## config.mk

```make
export PLATFORM = sky130hd
export DESIGN_NAME = xorshift128_step_and_reverse
export DESIGN_NICKNAME = d
export VERILOG_FILES = /design/src/rtl/xs128_pkg.sv /design/src/rtl/xs128_ctrl.sv /design/src/rtl/xs128_dp.sv /design/src/rtl/xorshift128_step_and_reverse.sv
export SDC_FILE = /design/constraint.sdc
export NUM_CORES = 1
export LEC_CHECK = 0
export ABC_CLOCK_PERIOD_IN_PS = 4100
export BUFFER_PORTS_ARGS = -buffer_cell sky130_fd_sc_hd__clkbuf_2
export CORE_MARGIN = 3
export CORE_UTILIZATION = 45
export DETAILED_ROUTE_END_ITERATION = 6
export PLACE_DENSITY = 0.82
export SLEW_MARGIN = 20
export SYNTH_ARGS = -nofsm -noshare
export SYNTH_HDL_FRONTEND = slang
export SYNTH_SLANG_ARGS = --single-unit
export TNS_END_PERCENT = 10
```

## constraint.sdc

```tcl
create_clock -name clk_i -period 4.1 [get_ports clk_i]
set_input_delay 0.82 -clock clk_i [delete_from_list [all_inputs] [get_ports clk_i]]
set_output_delay 0.82 -clock clk_i [all_outputs]
set_load 0.05 [all_outputs]
```

## src/rtl/xs128_pkg.sv

```systemverilog
// Package for the xorshift128 step-and-reverse block: opcodes, widths and
// the command/status structs between controller and datapath. No dependencies.
package xs128_pkg;

  localparam int unsigned WORD_BITS  = 32;
  localparam int unsigned COUNT_BITS = 16;  // up to STEP_BITS
  localparam int unsigned STEP_BITS  = 16;
  localparam int unsigned OP_BITS    = 3;
  localparam int unsigned HALF_BITS  = 2 * WORD_BITS;

  // s_axis tdata: seed_high, seed_low, step_count
  localparam int unsigned IN_DATA_BITS  = 2 * HALF_BITS + STEP_BITS;
  // m_axis tdata: random_word, state_high, state_low
  localparam int unsigned OUT_DATA_BITS = WORD_BITS + 2 * HALF_BITS;

  typedef enum logic [OP_BITS-1:0] {
    OP_NEXT    = 3'd0,
    OP_PREV    = 3'd1,
    OP_LOAD    = 3'd2,
    OP_ADVANCE = 3'd3,
    OP_REWIND  = 3'd4
  } xs_op_e;

  typedef struct packed {
    logic load_seed;
    logic load_count;
    logic step_fwd;
    logic step_back;
    logic dec_count;
  } xs_cmd_t;

  typedef struct packed {
    logic count_zero;
  } xs_stat_t;

endpackage

```

## src/rtl/xs128_ctrl.sv

```systemverilog
// Controller FSM for the xorshift128 block: input/output handshakes and
// step sequencing for advance/rewind. Depends on xs128_pkg.
module xs128_ctrl (
  input  logic                          clk_i,
  input  logic                          rst_ni,
  input  logic                          in_valid_i,
  output logic                          in_ready_o,
  input  logic [xs128_pkg::OP_BITS-1:0] opcode_i,
  output logic                          out_valid_o,
  input  logic                          out_ready_i,
  output xs128_pkg::xs_cmd_t            cmd_o,
  input  xs128_pkg::xs_stat_t           stat_i
);
  import xs128_pkg::*;

  typedef enum logic [0:0] {
    ST_IDLE,
    ST_RUN
  } state_e;

  state_e state_q;
  logic   out_valid_q;
  logic   back_q;      // rewind in progress
  logic   accept;
  logic   run_op;      // advance or rewind

  // result is the live state, so a new beat is taken only once the old one leaves
  assign in_ready_o  = (state_q == ST_IDLE) && (!out_valid_q || out_ready_i);
  assign accept      = in_valid_i && in_ready_o;
  assign out_valid_o = out_valid_q;
  assign run_op      = (xs_op_e'(opcode_i) == OP_ADVANCE) ||
                       (xs_op_e'(opcode_i) == OP_REWIND);

  always_comb begin
    cmd_o = '0;
    case (state_q)
      ST_IDLE: begin
        if (accept) begin
          case (xs_op_e'(opcode_i))
            OP_NEXT:    cmd_o.step_fwd   = 1'b1;
            OP_PREV:    cmd_o.step_back  = 1'b1;
            OP_LOAD:    cmd_o.load_seed  = 1'b1;
            OP_ADVANCE: cmd_o.load_count = 1'b1;
            OP_REWIND:  cmd_o.load_count = 1'b1;
            default:    cmd_o = '0;
          endcase
        end
      end
      ST_RUN: begin
        if (!stat_i.count_zero) begin
          cmd_o.step_fwd  = !back_q;
          cmd_o.step_back = back_q;
          cmd_o.dec_count = 1'b1;
        end
      end
      default: cmd_o = '0;
    endcase
  end

  always_ff @(posedge clk_i or negedge rst_ni) begin
    if (!rst_ni) begin
      state_q     <= ST_IDLE;
      out_valid_q <= 1'b0;
      back_q      <= 1'b0;
    end else begin
      case (state_q)
        ST_IDLE: begin
          if (accept) begin
            // any pending result leaves at this same edge
            if (run_op) begin
              state_q     <= ST_RUN;
              back_q      <= (xs_op_e'(opcode_i) == OP_REWIND);
              out_valid_q <= 1'b0;
            end else begin
              out_valid_q <= 1'b1;
            end
          end else if (out_valid_q && out_ready_i) begin
            out_valid_q <= 1'b0;
          end
        end
        ST_RUN: begin
          if (stat_i.count_zero) begin
            state_q     <= ST_IDLE;
            out_valid_q <= 1'b1;
          end
        end
        default: state_q <= ST_IDLE;
      endcase
    end
  end

endmodule

```

## src/rtl/xs128_dp.sv

```systemverilog
// Datapath for the xorshift128 block: the four generator words, the forward
// and inverse step logic and the step counter. Depends on xs128_pkg.
module xs128_dp (
  input  logic                            clk_i,
  input  logic                            rst_ni,
  input  xs128_pkg::xs_cmd_t              cmd_i,
  output xs128_pkg::xs_stat_t             stat_o,
  input  logic [xs128_pkg::HALF_BITS-1:0] seed_high_i,
  input  logic [xs128_pkg::HALF_BITS-1:0] seed_low_i,
  input  logic [xs128_pkg::STEP_BITS-1:0] step_count_i,
  output logic [xs128_pkg::WORD_BITS-1:0] random_word_o,
  output logic [xs128_pkg::HALF_BITS-1:0] state_high_o,
  output logic [xs128_pkg::HALF_BITS-1:0] state_low_o
);
  import xs128_pkg::*;

  logic [WORD_BITS-1:0]  w0_q, w1_q, w2_q, w3_q;
  logic [COUNT_BITS-1:0] count_q;
  logic [WORD_BITS-1:0]  fwd_t, fwd_w, back_x0, back_x1, back_x2, back_x3, back_w;

  // forward: t = w0 ^ (w0 << 11); w3' = t ^ (t >> 8) ^ w3 ^ (w3 >> 19)
  assign fwd_t = w0_q ^ (w0_q << 11);
  assign fwd_w = fwd_t ^ (fwd_t >> 8) ^ w3_q ^ (w3_q >> 19);

  // inverse: undo the right shift by 8, then the left shift by 11
  assign back_x0 = (w2_q >> 19) ^ w2_q ^ w3_q;
  assign back_x1 = back_x0 ^ (back_x0 >> 8);
  assign back_x2 = back_x1 ^ (back_x1 >> 16);
  assign back_x3 = back_x2 ^ (back_x2 << 11);
  assign back_w  = back_x3 ^ (back_x3 << 22);

  always_ff @(posedge clk_i or negedge rst_ni) begin
    if (!rst_ni) begin
      w0_q    <= '0;
      w1_q    <= '0;
      w2_q    <= '0;
      w3_q    <= '0;
      count_q <= '0;
    end else begin
      if (cmd_i.load_seed) begin
        w0_q <= seed_high_i[HALF_BITS-1:WORD_BITS];
        w1_q <= seed_high_i[WORD_BITS-1:0];
        w2_q <= seed_low_i[HALF_BITS-1:WORD_BITS];
        w3_q <= seed_low_i[WORD_BITS-1:0];
      end else if (cmd_i.step_fwd) begin
        w0_q <= w1_q;
        w1_q <= w2_q;
        w2_q <= w3_q;
        w3_q <= fwd_w;
      end else if (cmd_i.step_back) begin
        w0_q <= back_w;
        w1_q <= w0_q;
        w2_q <= w1_q;
        w3_q <= w2_q;
      end
      if (cmd_i.load_count) begin
        count_q <= step_count_i[COUNT_BITS-1:0];
      end else if (cmd_i.dec_count) begin
        count_q <= count_q - COUNT_BITS'(1);
      end
    end
  end

  assign stat_o.count_zero = (count_q == '0);
  assign random_word_o     = w3_q;
  assign state_high_o      = {w0_q, w1_q};
  assign state_low_o       = {w2_q, w3_q};

endmodule

```

## src/rtl/xorshift128_step_and_reverse.sv

```systemverilog
// xorshift128 generator (shifts 11, 8, 19) with next, prev, load, advance and
// rewind. Top level: stream ports around the xs128_ctrl FSM and xs128_dp datapath.
// Depends on xs128_pkg.
//
// Usage: one result beat for every input beat, always reporting the state after
// the operation. For next, prev, load and unused opcodes the result appears
// the cycle after acceptance. advance and rewind load the step counter on
// acceptance and give the result once it reaches zero; the datapath applies one
// generator step per cycle under the step counter. The result is the live
// state, so the next input beat is accepted in the cycle its predecessor's
// result is taken; back-to-back single steps thus run at one per cycle when
// the output side is always ready. The state resets to zero, which is a fixed
// point: load a seed first.
module xorshift128_step_and_reverse (
  input  logic                                clk_i,
  input  logic                                rst_ni,
  input  logic                                s_axis_tvalid_i,
  output logic                                s_axis_tready_o,
  // [63:0] seed_high, [127:64] seed_low, [143:128] step_count
  input  logic [xs128_pkg::IN_DATA_BITS-1:0]  s_axis_tdata_i,
  // [2:0] opcode
  input  logic [xs128_pkg::OP_BITS-1:0]       s_axis_tuser_i,
  output logic                                m_axis_tvalid_o,
  input  logic                                m_axis_tready_i,
  // [31:0] random_word, [95:32] state_high, [159:96] state_low
  output logic [xs128_pkg::OUT_DATA_BITS-1:0] m_axis_tdata_o
);
  import xs128_pkg::*;

  xs_cmd_t              cmd;
  xs_stat_t             stat;
  logic [WORD_BITS-1:0] random_word;
  logic [HALF_BITS-1:0] state_high;
  logic [HALF_BITS-1:0] state_low;

  xs128_ctrl u_ctrl (
    .clk_i       (clk_i),
    .rst_ni      (rst_ni),
    .in_valid_i  (s_axis_tvalid_i),
    .in_ready_o  (s_axis_tready_o),
    .opcode_i    (s_axis_tuser_i),
    .out_valid_o (m_axis_tvalid_o),
    .out_ready_i (m_axis_tready_i),
    .cmd_o       (cmd),
    .stat_i      (stat)
  );

  xs128_dp u_dp (
    .clk_i         (clk_i),
    .rst_ni        (rst_ni),
    .cmd_i         (cmd),
    .stat_o        (stat),
    .seed_high_i   (s_axis_tdata_i[HALF_BITS-1:0]),
    .seed_low_i    (s_axis_tdata_i[2*HALF_BITS-1:HALF_BITS]),
    .step_count_i  (s_axis_tdata_i[IN_DATA_BITS-1:2*HALF_BITS]),
    .random_word_o (random_word),
    .state_high_o  (state_high),
    .state_low_o   (state_low)
  );

  assign m_axis_tdata_o = {state_low, state_high, random_word};

endmodule
```

# After elaboration in Yosys (flattened, before gate mapping)
# Index checks and enable logic that the tools add are counted.
[op_classes]
order_cmp = 0
bitwise_logic = 11
eq_ne = 6
n_reduce_logical = 14
mul = 0
muxes = 31
n_addsub = 1
div = 0
shift = 0
[op_table]
columns = ["operator", "count"]
rows = [
  ["$mux 32", 12],
  ["$xor 32x32->32", 5],
  ["$xor 32x24->32", 2],
  ["$mux 16", 2],
  ["$xor 13x32->32", 1],
  ["$xor 32x13->32", 1],
  ["$xor 32x16->32", 1],
  ["$logic_not 16->1", 1],
  ["$sub 16x1->16 const B", 1],
  ["$mux 1", 11],
  ["$eq 3x2->1 const B", 2],
  ["$pmux 3 s2", 1],
  ["$mux 5", 1],
  ["$pmux 1 s2", 2],
  ["$eq 3x1->1 const B", 1],
  ["$eq 3x3->1 const B", 1],
  ["$logic_and 1x1->1", 3],
  ["$logic_not 3->1", 1],
  ["$mux 3", 1],
  ["$ne 3x2->1 const B", 1],
  ["$reduce_and 3->1", 1],
  ["$reduce_bool 3->1", 1],
  ["$logic_not 1->1", 2],
  ["$logic_or 1x1->1", 2],
  ["6 further kinds", 6],
]
[totals]
register_bits = 147
wordCells = 71
out_inout_bits = 162
romBits = 0
mem_bits_rw = 0
latch_bits = 0
mem_count = 0
in_bits = 151

# Longest topological paths before layout
# Gate-level depths: netlist of run 1.
[logic_depth]
word_depth = 9
depth_mapped = 11
depth_no_buf = 8

# By module
# A second synthesis of run 1 with hierarchy kept.
[hier_totals]
hier_cells = 1171
area_unflattened_um2 = 10163.5
[by_module_without_submodules]
columns = ["mod", "area_per_inst_um2", "instances", "seq_area_each_um2", "cells_per_inst"]
rows = [
  ["xs128_dp", 9942.0, 1, 3603.5, 1143],
  ["xs128_ctrl", 221.5, 1, 75.1, 28],
]

# Worst setup path after synthesis of run 1
# Ideal clock, no wire load.
[synth_timing]
path_type = "register -> register"
from = "register u_dp.w3_q[31] (netlist: u_dp.random_word_o[31])"
to = "register u_dp.w0_q[26]"
n_path_buf = 1
path_stages_with_launch = 8
setup_slack_ns = 1.596
t_required_ns = 4.033
synth_period_minus_slack_ns = 2.504
setup_ns = 0.067
t_arrival_ns = 2.436
path_cell_list = "dfrtp_1 clkbuf_1 xnor2_2 xnor3_1 xor3_1 xor2_1 a221o_1 nand2_1"
[synth_via]
elab_chain_cells = 8
[synth_lines]
columns = ["item", "line", "source"]
rows = [
  ["start: declaration", "xs128_dp.sv:17", "logic [WORD_BITS-1:0] w0_q, w1_q, w2_q, w3_q;"],
  ["start signal: assignment", "xs128_dp.sv:44", "w3_q <= seed_low_i[WORD_BITS-1:0];"],
  ["start signal: assignment", "xs128_dp.sv:49", "w3_q <= fwd_w;"],
  ["start signal: assignment", "xs128_dp.sv:54", "w3_q <= w2_q;"],
  ["$xor 32x32->32", "xs128_dp.sv:26", "assign back_x0 = (w2_q >> 19) ^ w2_q ^ w3_q;"],
  ["$xor 32x24->32", "xs128_dp.sv:27", "assign back_x1 = back_x0 ^ (back_x0 >> 8);"],
  ["$xor 32x16->32", "xs128_dp.sv:28", "assign back_x2 = back_x1 ^ (back_x1 >> 16);"],
  ["$xor 32x32->32", "xs128_dp.sv:29", "assign back_x3 = back_x2 ^ (back_x2 << 11);"],
  ["$xor 32x32->32", "xs128_dp.sv:30", "assign back_w = back_x3 ^ (back_x3 << 22);"],
  ["$mux 32", "xs128_dp.sv:50", "end else if (cmd_i.step_back) begin"],
  ["$mux 32", "xs128_dp.sv:45", "end else if (cmd_i.step_fwd) begin"],
  ["$mux 32", "xs128_dp.sv:40", "if (cmd_i.load_seed) begin"],
  ["end signal: assignment", "xs128_dp.sv:41", "w0_q <= seed_high_i[HALF_BITS-1:WORD_BITS];"],
  ["end signal: assignment", "xs128_dp.sv:46", "w0_q <= w1_q;"],
  ["end signal: assignment", "xs128_dp.sv:51", "w0_q <= back_w;"],
  ["end: declaration", "xs128_dp.sv:17", ""],
]
# Every way passes these cells. The select of a mux whose other input is x is not followed.
# A chain may end at the register's enable or synchronous reset.

# Final worst setup path of run 1
[layout_timing]
from = "register u_dp.count_q[7]"
to = "register u_dp.w0_q[14]"
[layout_via]
elab_chain_cells = 5
word_cells_on_any_way = 6
classes_between = "mux (4); reduce/logical (2)"
[layout_lines]
columns = ["item", "line", "source"]
rows = [
  ["start: declaration", "xs128_dp.sv:18", "logic [COUNT_BITS-1:0] count_q;"],
  ["start signal: assignment", "xs128_dp.sv:57", "count_q <= step_count_i[COUNT_BITS-1:0];"],
  ["start signal: assignment", "xs128_dp.sv:59", "count_q <= count_q - COUNT_BITS'(1);"],
  ["$logic_not 16->1 (*)", "xs128_dp.sv:64", "assign stat_o.count_zero = (count_q == '0);"],
  ["$mux 3 (*)", "xs128_ctrl.sv:50", "if (!stat_i.count_zero) begin"],
  ["$pmux 3 s2 (*)", "xs128_ctrl.sv:36", "case (state_q)"],
  ["$mux 32", "xs128_dp.sv:45", ""],
  ["$mux 32", "xs128_dp.sv:40", ""],
]
# Mark *: on every way between the ends. The rest lies on a longest branch, timed or not.

==> summary.md, run 1 <==
| Metric | Value |
|---|---|
| Outcome | `finished clean` |
| Post-route cell area | `12100 sq um` |
| Crit path arrival time | `3.48 ns` |
| Core ar. | `22000 sq um` |
| Vias per cell | `6.09` |
| Die X | `156 um` |
| DRT Pass-1 Iters | `6` |
| Overall routing resource usage | `29.9%` |
| Worst path max stage delay | `0.76 ns` |
| Global-route wire length before repair | `55900 um` |
| Synthesized area per cell | `8.70 sq um` |
| Critical Path Source | `u_dp.count_q[7]` |
| Critical path class | `reg -> reg` |
| Clock net sink count | `147` |
| Syn. warnings | `0` |
| CTS tree | `done` |
| Netlist Area Pre-Place | `10100 sq um` |
| Setup TNS | `0 ns` |
| Rel. slew slack | `39.6%` |
| Netlist cell types | `54` |
| Area Growth Syn to Fin | `19.6%` |
| Syn nets | `1314` |
| Fin. Hold Viols | `0` |
| RSZ-0062 raised after global routing | `false` |
| Max clock buf depth | `2` |
| Area after DPL | `11500 sq um` |
| Die height | `156 um` |
| IO Pins | `313` |
| Cells after Synth | `1162` |
| Worst R2R Start | `u_dp.count_q[7]` |
| Buffer type at the clock tree root | `clkbuf_16` |
| Most common cell after layout, fill and taps aside | `clkbuf_2` |
| Largest net degree at the start of global routing | `93` |
| Max Cap Viol | `0` |
| Clock latency on the worst-skew pair | `0.44 ns` |
| Critical path fanouts, max | `80` |
| Layout cell share with drive strength beyond 1 | `27.7%` |
| Setup bufs post-CTS | `0` |
| Clk slew on worst S/H paths | `0.07 ns` |
| Vias in the first global route | `9659` |
| Worst min path class | `in -> async` |
| Fillers | `1960` |
| GPL Wtd Cong | `0.942` |
| Worst Skew | `0.00990 ns` |
| Final min period | `3.14 ns` |
| CP required | `4.45 ns` |
| Fin crit share | `76.5%` |
| DR vias | `10200` |
| Initial Utilization | `46.0%` |
| Die area | `24300 sq um` |
| Synth area leaders | `dfrtp_1 (36%), xnor2_1 (12%), nand2_1 (6.0%)` |
| Worst-Margin Slew | `0.907 ns` |
| Share of the synthesized area in the top cell type | `36.4%` |
| Num CTS Buffers | `17` |
| Startpoint Class | `register` |
| Rows | `54` |
| Crit-path cells | `or4_1 > nand4bb_4 > nand2_4 > and2_4 > buf_12 > a222oi_1 > o21ai_0` |
| PortBufs | `312` |
| Commonest non-fill, non-tap cells in the layout | `clkbuf_2 (311), nand2_1 (160), dfrtp_1 (147)` |
| Global route overflow | `0` |
| Post-synth top area cell | `dfrtp_1` |
| Post-CTS resize count | `0` |
| Synth Register Bits | `147` |
| Place WS | `0.995 ns` |
| Post-route ant nets | `0` |
| Seq/Total Area, Yosys | `36.4%` |
| Antenna violations before repair | `2` |
| Slowest cell on crit path | `and2_4` |
| Final net count | `1527` |
| Achievable Freq | `319 MHz` |
| DRC Markers | `0` |
| Final WS setup | `0.962 ns` |
| # hold bufs at CTS | `0` |
| CP top delay family | `simple AND/OR/NAND/NOR gates` |
| Drt wl/cell | `22.5 um` |
| Final WL | `37600 um` |
| First DRT Iteration DRCs | `1167` |
| Worst Setup End Kind | `register` |
| Buf+Inv Stages, Crit Path | `1` |
| Max-slew violation count | `0` |
| HPWL Detailed | `27600 um` |
| Htree depth | `4` |
| Finish-stage setup viols | `0` |
## cells by family after synthesis
family,count (synthesis),synth area share (%)
muxes,1,0.0990
AOI/OAI and AO/OA,337,22.3
xor gates and xnor gates,198,19.3
adders and majority gates,1,0.124
DFF,147,36.4
buffers and inverters,140,7.79
and+or+nand+nor,338,14.0
## routing by layer
| metal | part of all wire (%) | track usage (%) | up-vias | wire, um |
|---|---|---|---|---|
| li1 | - | - | 4493 | - |
| met1 | 36 | 36.8 | 4806 | 13500 |
| met2 | 47 | 48.5 | 737 | 17700 |
| met3 | 12 | 8.16 | 142 | 4410 |
| met4 | 5.3 | 14.9 | 0 | 1980 |
| met5 | 0 | 0 | - | 0 |
## synthesized netlist by cell type, drive strengths merged
library cell  number
o31ai             79
and2               2
a22o               1
or4                4
xor3               2
a221oi             1
nand3             11
xnor3             13
o211ai             3
nand4bb            1
nor2b              1
a22oi              2
xnor2            140
nor4               5
a32oi              1
a21oi             13
a221o              5
mux2i              1
nand2b             5
o22ai             79
nor2             132
clkbuf            57
or3                5
nor3               7
a31oi              7
buf               79
xor2              43
a222oi             8
a2111o             1
a2bb2oi            1
a211oi            28
o221a              1
nand2            163
nor3b              1
o21ai             99
inv                4
o221ai             1
ha                 1
a311oi             6
o21ba              1
and4bb             1
dfrtp            147
## final cells by class
class | count | area, sq um | share of cell area (%)
diodes | 3 | 7.51 | 0.0621
clock inverters | 14 | 165 | 1.37
inverters | 4 | 15.0 | 0.124
multi-input cells | 875 | 5670 | 46.9
clock buffers | 18 | 439 | 3.63
flip-flops and latches | 147 | 3680 | 30.4
repair buffers | 330 | 1760 | 14.6
well taps | 280 | 350 | 2.90
## sequential cells by signal, indices dropped and copies added, names as in the netlist
name,count
u_ctrl.back_q,1
u_ctrl.out_valid_o,1
u_ctrl.state_q,1
u_dp.count_q,16
u_dp.random_word_o,32
u_dp.w0_q,32
u_dp.w1_q,32
u_dp.w2_q,32
## per-stage QoR
step | hold WS [ns] | std cells | util (%)
after CTS | 0.519 | 1667 | 54.9
after global routing | 0.550 | 1670 | 55.0
after floorplan | 0.499 | 1162 | -
after detailed placement | 0.540 | 1635 | 52.1
after global placement | 0.524 | 1635 | 52.1
final | 0.501 | 1671 | 55.1
## final timing paths
path | cells past startpoint | to | slack, ns
min in group clk_i | 2 | u_dp.w1_q[26] | 0.56
hold / removal | 1 | u_dp.w2_q[11] | 0.50
setup reg to reg | 7 | u_dp.w0_q[14] | 0.96
setup / recovery | 7 | u_dp.w0_q[14] | 0.96
max in group asynchronous | 2 | u_dp.random_word_o[0] | 2.78
hold reg to reg | 2 | u_dp.w1_q[26] | 0.56
Power of run 1 is not shown: default switching activity piles up to over one toggle a cycle in this logic, so the estimate is an artifact.
==> run 2, diff against run 1 <==
- ABC_AREA: not set -> 1
- ABC_CLOCK_PERIOD_IN_PS: 4100 -> 3000
- PLACE_DENSITY: 0.82 -> 0.81
- clock period: 4.1 -> 3 ns (I/O delays scaled with it)
==> summary.md, run 2 <==
| Metric | Value |
|---|---|
| Synth area leaders | `dfrtp_1 (33%), nand2_1 (16%), o21ai_0 (8.5%)` |
| Met3 Usage GRT | `4.43%` |
| Clock net sink count | `147` |
| Overall routing resource usage | `26.6%` |
| Outcome | `finished clean` |
| Global route overflow | `0` |
| CTS tree | `done` |
| Post-synthesis simple-gate area fraction | `26.5%` |
| Die X | `162 um` |
| DR vias | `12200` |
| Vias per cell | `5.49` |
| Placed cell count | `2185` |
| First DRT Iteration DRCs | `1171` |
| Worst min path class | `in -> async` |
| Top FF cell, synth | `dfrtp_1` |
| HPWL Detailed | `25800 um` |
| Synthesized area per cell | `6.61 sq um` |
| Area Growth Syn to Fin | `19.7%` |
| Vias in the first global route | `11500` |
| Startpoint Class | `register` |
| Number of synthesized flops with an enable pin | `0` |
| Final core occ | `55.5%` |
| Worst Skew | `0.0113 ns` |
| Most common cell after layout, fill and taps aside | `nand2_1` |
| DRT Pass-1 Iters | `5` |
| Final net count | `2037` |
| Syn. warnings | `0` |
| Share of the synthesized area in the top cell type | `33.4%` |
| Initial Utilization | `46.3%` |
| Critical path class | `reg -> reg` |
| Crit path arrival time | `2.86 ns` |
| Num CTS Buffers | `17` |
| Post-synth top area cell | `dfrtp_1` |
| Clock latency on the worst-skew pair | `0.43 ns` |
| Finished Layout Cells | `2216` |
| # hold bufs at CTS | `0` |
| Max clock buf depth | `2` |
| IO Pins | `313` |
| Seq/Total Area, Yosys | `33.4%` |
| Most frequent cell after synthesis | `nand2_1` |
| Rel. slew slack | `54.1%` |
| Syn nets | `1818` |
| Post-route ant nets | `0` |
| Max-slew violation count | `0` |
| Achievable Freq | `398 MHz` |
| Fin. Hold Viols | `0` |
| GPL Wtd Cong | `0.915` |
| Met1 Usage GRT | `34.0%` |
| Setup TNS | `0 ns` |
| CP required | `3.35 ns` |
| Grt peak-use layer | `met2` |
| Largest family of logic cells by synthesized area | `simple AND/OR/NAND/NOR gates` |
| Clk slew on worst S/H paths | `0.07 ns` |
| Worst-Margin Slew | `0.689 ns` |
| Netlist Area Pre-Place | `11000 sq um` |
| Rows | `56` |
| Commonest non-fill, non-tap cells in the layout | `nand2_1 (481), clkbuf_2 (311), o21ai_0 (187)` |
| Cells after Synth | `1666` |
| Largest net degree at the start of global routing | `128` |
| Drt wl/cell | `16.2 um` |
| # diodes | `0` |
| PortBufs | `312` |
| RSZ-0062 raised after global routing | `false` |
| Post-synthesis compound-gate area fraction | `20.3%` |
| Finish-stage setup viols | `0` |
| Worst Setup End Kind | `register` |
| Die height | `162 um` |
| Antenna violations before repair | `1` |
| Fin crit share | `83.7%` |
| Critical path fanouts, max | `127` |
| Grt met2 use | `45.2%` |
| Layout cell share with drive strength beyond 1 | `19.8%` |
| Buffer type at the clock tree root | `clkbuf_16` |
| Synth Area in Adders | `0.114%` |
| Global-route wire length before repair | `57400 um` |
| Setup bufs post-CTS | `0` |
| Synth Register Bits | `147` |
| Ys async rst share | `100%` |
| Core ar. | `23800 sq um` |
| Post-Synth XOR/XNOR Area | `9.15%` |
| Multiplexer share of the synthesized area | `0%` |
| Htree depth | `4` |
| Netlist cell types | `37` |
| Die area | `26400 sq um` |
| DRC Markers | `0` |
| Final min period | `2.51 ns` |
| Most frequent cells after synthesis | `nand2_1 (481), o21ai_0 (187), nor2_1 (154), dfrtp_1 (147), inv_1 (117)` |
| Post-CTS resize count | `0` |
| Final WL | `35900 um` |
| Max Cap Viol | `0` |
==> run 2: cell types whose count changed after synthesis, moves of 25 or more <==
cell / before / now
a211oi_1: 28 / 3
nand2_1: 162 / 481
inv_1: 4 / 117
nand3_1: 11 / 85
a21oi_1: 13 / 73
o21ai_0: 90 / 187
xnor2_1: 139 / 49
o21ai_1: 8 / 69
o31ai_1: 73 / 1
==> run 2: critical path, cell delays in order (launching register included) <==
cell and delay [ns]:
dfrtp_1 0.35, inv_1 0.07, ha_1 0.24, nand2_2 0.12
nor2_2 0.06, nand2_1 0.08, nand2_2 0.17, o21ai_4 0.25
buf_12 0.34, o21ai_0 0.20, o21ai_0 0.13, nor2_1 0.07
o22ai_1 0.12
==> run 2: metal layers <==
layer	part of all wire, %	wire length, um
met3	7.4	2660
met1	41	14800
met4	3.0	1080
met2	48	17400
met5	0.047	17
==> run 2: logic make-up (layout without fill, tap and decap cells) <==
group           Yosys count  after routing
simple gates            736            736
xor+xnor                115            115
flops                   147            147
buf+inv                 251            482
fa+ha+maj                 1              1
compound gates          416            416
==> run 2: path summary, 6_finish.rpt <==
kind,startpoint,to,slack [ns],cells after the start
worst max-delay path,u_dp.count_q[0],u_dp.random_word_o[31],0.49,12
worst min-delay path,rst_ni,u_dp.count_q[0],0.09,1
worst max register to register,u_dp.count_q[0],u_dp.random_word_o[31],0.49,12
worst min register to register,u_dp.w1_q[31],u_dp.w1_q[31],0.55,2
max in group asynchronous,rst_ni,u_dp.w2_q[17],2.09,2
min in group clk_i,s_axis_tdata_i[131],u_dp.count_q[3],0.38,3
==> run 2: cell type report <==
| type | instances | area, sq um |
|---|---|---|
| clock buffer | 18 | 439 |
| clock inverter | 13 | 174 |
| fill | 2249 | 10600 |
| inverter | 123 | 464 |
| multi-input combinational | 1268 | 6190 |
| sequential | 147 | 3680 |
| tap | 319 | 399 |
| timing repair buffer | 328 | 1830 |
==> run 2: metrics by stage <==
step | hold WS, ns | instance area, sq um | setup WS (ns)
after detailed placement | 0.521 | 12600 | 0.568
after global routing | 0.107 | 13200 | 0.354
after CTS | 0.0893 | 13200 | 0.601
after floorplan | 0.304 | 11000 | 0.563
final | 0.0945 | 13200 | 0.488
after global placement | 0.516 | 12600 | 0.697
Power of run 2 is left out for the same reason.
==> run 3, diff against run 2 <==
- ABC_CLOCK_PERIOD_IN_PS: 3000 -> 2330
- clock period: 3 -> 2.33 ns (I/O delays scaled with it)
==> summary.md, run 3 (synthesized netlist as in run 2, its figures left out) <==
| Metric | Value |
|---|---|
| Outcome | `finished clean` |
| HPWL Detailed | `26700 um` |
| Num CTS Buffers | `17` |
| Worst Skew | `0.0156 ns` |
| Vias per cell | `5.47` |
| Largest net degree at the start of global routing | `87` |
| Htree depth | `4` |
| Layout cell share with drive strength beyond 1 | `20.6%` |
| Max clock buf depth | `2` |
| DR vias | `12200` |
| Antenna violations before repair | `0` |
| Critical path fanouts, max | `8` |
| Drt wl/cell | `16.7 um` |
| CP top delay family | `buffers and inverters` |
| Overall routing resource usage | `26.9%` |
| Slowest cell on crit path | `dfrtp_1` |
| Startpoint Class | `register` |
| # diodes | `0` |
| Fin. Hold Viols | `0` |
| Die area | `26400 sq um` |
| Final net count | `2058` |
| R2R depth | `14` |
| Buffer type at the clock tree root | `clkbuf_16` |
| Clock net sink count | `147` |
| IO Pins | `313` |
| Buf+Inv Stages, Crit Path | `4` |
| Area Growth Syn to Fin | `22.3%` |
| Fillers | `2250` |
| Hold depth | `3` |
| Setup TNS | `0 ns` |
| CP required | `2.63 ns` |
| Die X | `162 um` |
| DRC Markers | `0` |
| Clk slew on worst S/H paths | `0.07 ns` |
| Most common cell after layout, fill and taps aside | `nand2_1` |
| Achievable Freq | `453 MHz` |
| Fin crit share | `94.8%` |
| Critical path class | `reg -> reg` |
| Final min period | `2.21 ns` |
| Clock latency on the worst-skew pair | `0.43 ns` |
| Crit-path cells | `inv_1 > ha_2 > nand2_4 > nor2_2 > nand2_1 > nand2_2 > o21ai_4 > clkinv_4 > buf_4 > buf_4 > nand2_1 > o21ai_1 > nor2_1 > o21ai_1` |
| Worst path max stage delay | `0.34 ns` |
| Core ar. | `23800 sq um` |
| Worst Setup End Kind | `register` |
| Worst-Margin Slew | `0.700 ns` |
| DRT Pass-1 Iters | `6` |
| Post-route ant nets | `0` |
| Initial Utilization | `46.3%` |
| Finish-stage setup viols | `0` |
| Die height | `162 um` |
| Global route overflow | `0` |
| First DRT Iteration DRCs | `1011` |
| Final WL | `37300 um` |
| Rows | `56` |
| Rel. slew slack | `53.0%` |
| PortBufs | `312` |
| Max-slew violation count | `0` |
| Worst min path class | `in -> reg` |
| GPL Wtd Cong | `0.912` |
| Crit path arrival time | `2.51 ns` |
| Max Cap Viol | `0` |
| Vias in the first global route | `11400` |
| Commonest non-fill, non-tap cells in the layout | `nand2_1 (481), clkbuf_2 (311), o21ai_0 (187)` |
| CTS tree | `done` |
| Critical Path Stages | `14` |
| Global-route wire length before repair | `57700 um` |
| RSZ-0062 raised after global routing | `false` |
[run 3: area by class of cell]
cell class	instances	area, sq um	area share (%)
well taps	319	399	2.97
multi-input cells	1268	6210	46.1
clock inverters	13	150	1.12
clock buffers	19	443	3.29
repair buffers	349	2110	15.7
flip-flops and latches	147	3680	27.3
inverters	123	467	3.47
[run 3: final timing paths]
check	from	endpoint	slack [ns]
setup / recovery	u_dp.count_q[0]	u_dp.w1_q[28]	0.12
hold / removal	s_axis_tdata_i[138]	u_dp.count_q[10]	0.27
setup reg to reg	u_dp.count_q[0]	u_dp.w1_q[28]	0.12
hold reg to reg	u_ctrl.back_q	u_ctrl.back_q	0.54
max in group asynchronous	rst_ni	u_dp.w0_q[29]	1.12
min in group asynchronous	rst_ni	u_dp.count_q[0]	0.56
[run 3: stage by stage]
step	instance area [sq um]	cells	hold WS, ns	setup WS (ns)	utilization (%)
after floorplan	11000	1666	0.170	0.0646	-
after CTS	13400	2232	0.257	0.143	56.3
after global routing	13500	2238	0.262	0.00507	56.7
after global placement	12800	2199	0.436	0.200	53.7
final	13500	2238	0.272	0.121	56.7
after detailed placement	12800	2199	0.436	0.132	53.7
[run 3: worst reg2reg max path, stage by stage (launching register included)]
cell and delay (ns):
dfrtp_1 0.34, inv_1 0.07, ha_2 0.22, nand2_4 0.10, nor2_2 0.05, nand2_1 0.07, nand2_2 0.10, o21ai_4 0.29
clkinv_4 0.22, buf_4 0.20, buf_4 0.13, nand2_1 0.06, o21ai_1 0.08, nor2_1 0.10, o21ai_1 0.06
[run 3: repair_timing]
action / 4_1_cts / 5_1_grt
hold buffers: 1 / 0
setup endpoints to repair: 0 / 22
gates resized for setup: 0 / 9
hold endpoints to repair: 38 / 0
buffers inserted: 0 / 4
[run 3: routing by layer]
layer	GRT usage [%]	up-vias	part of all wire [%]	routed length (um)
met5	0	-	0	0
met4	8.65	0	2.5	946
met3	4.78	87	7.6	2820
met2	45.1	630	49	18200
met1	35.4	5623	41	15400
li1	-	5901	-	-
Power of run 3 is left out for the same reason.
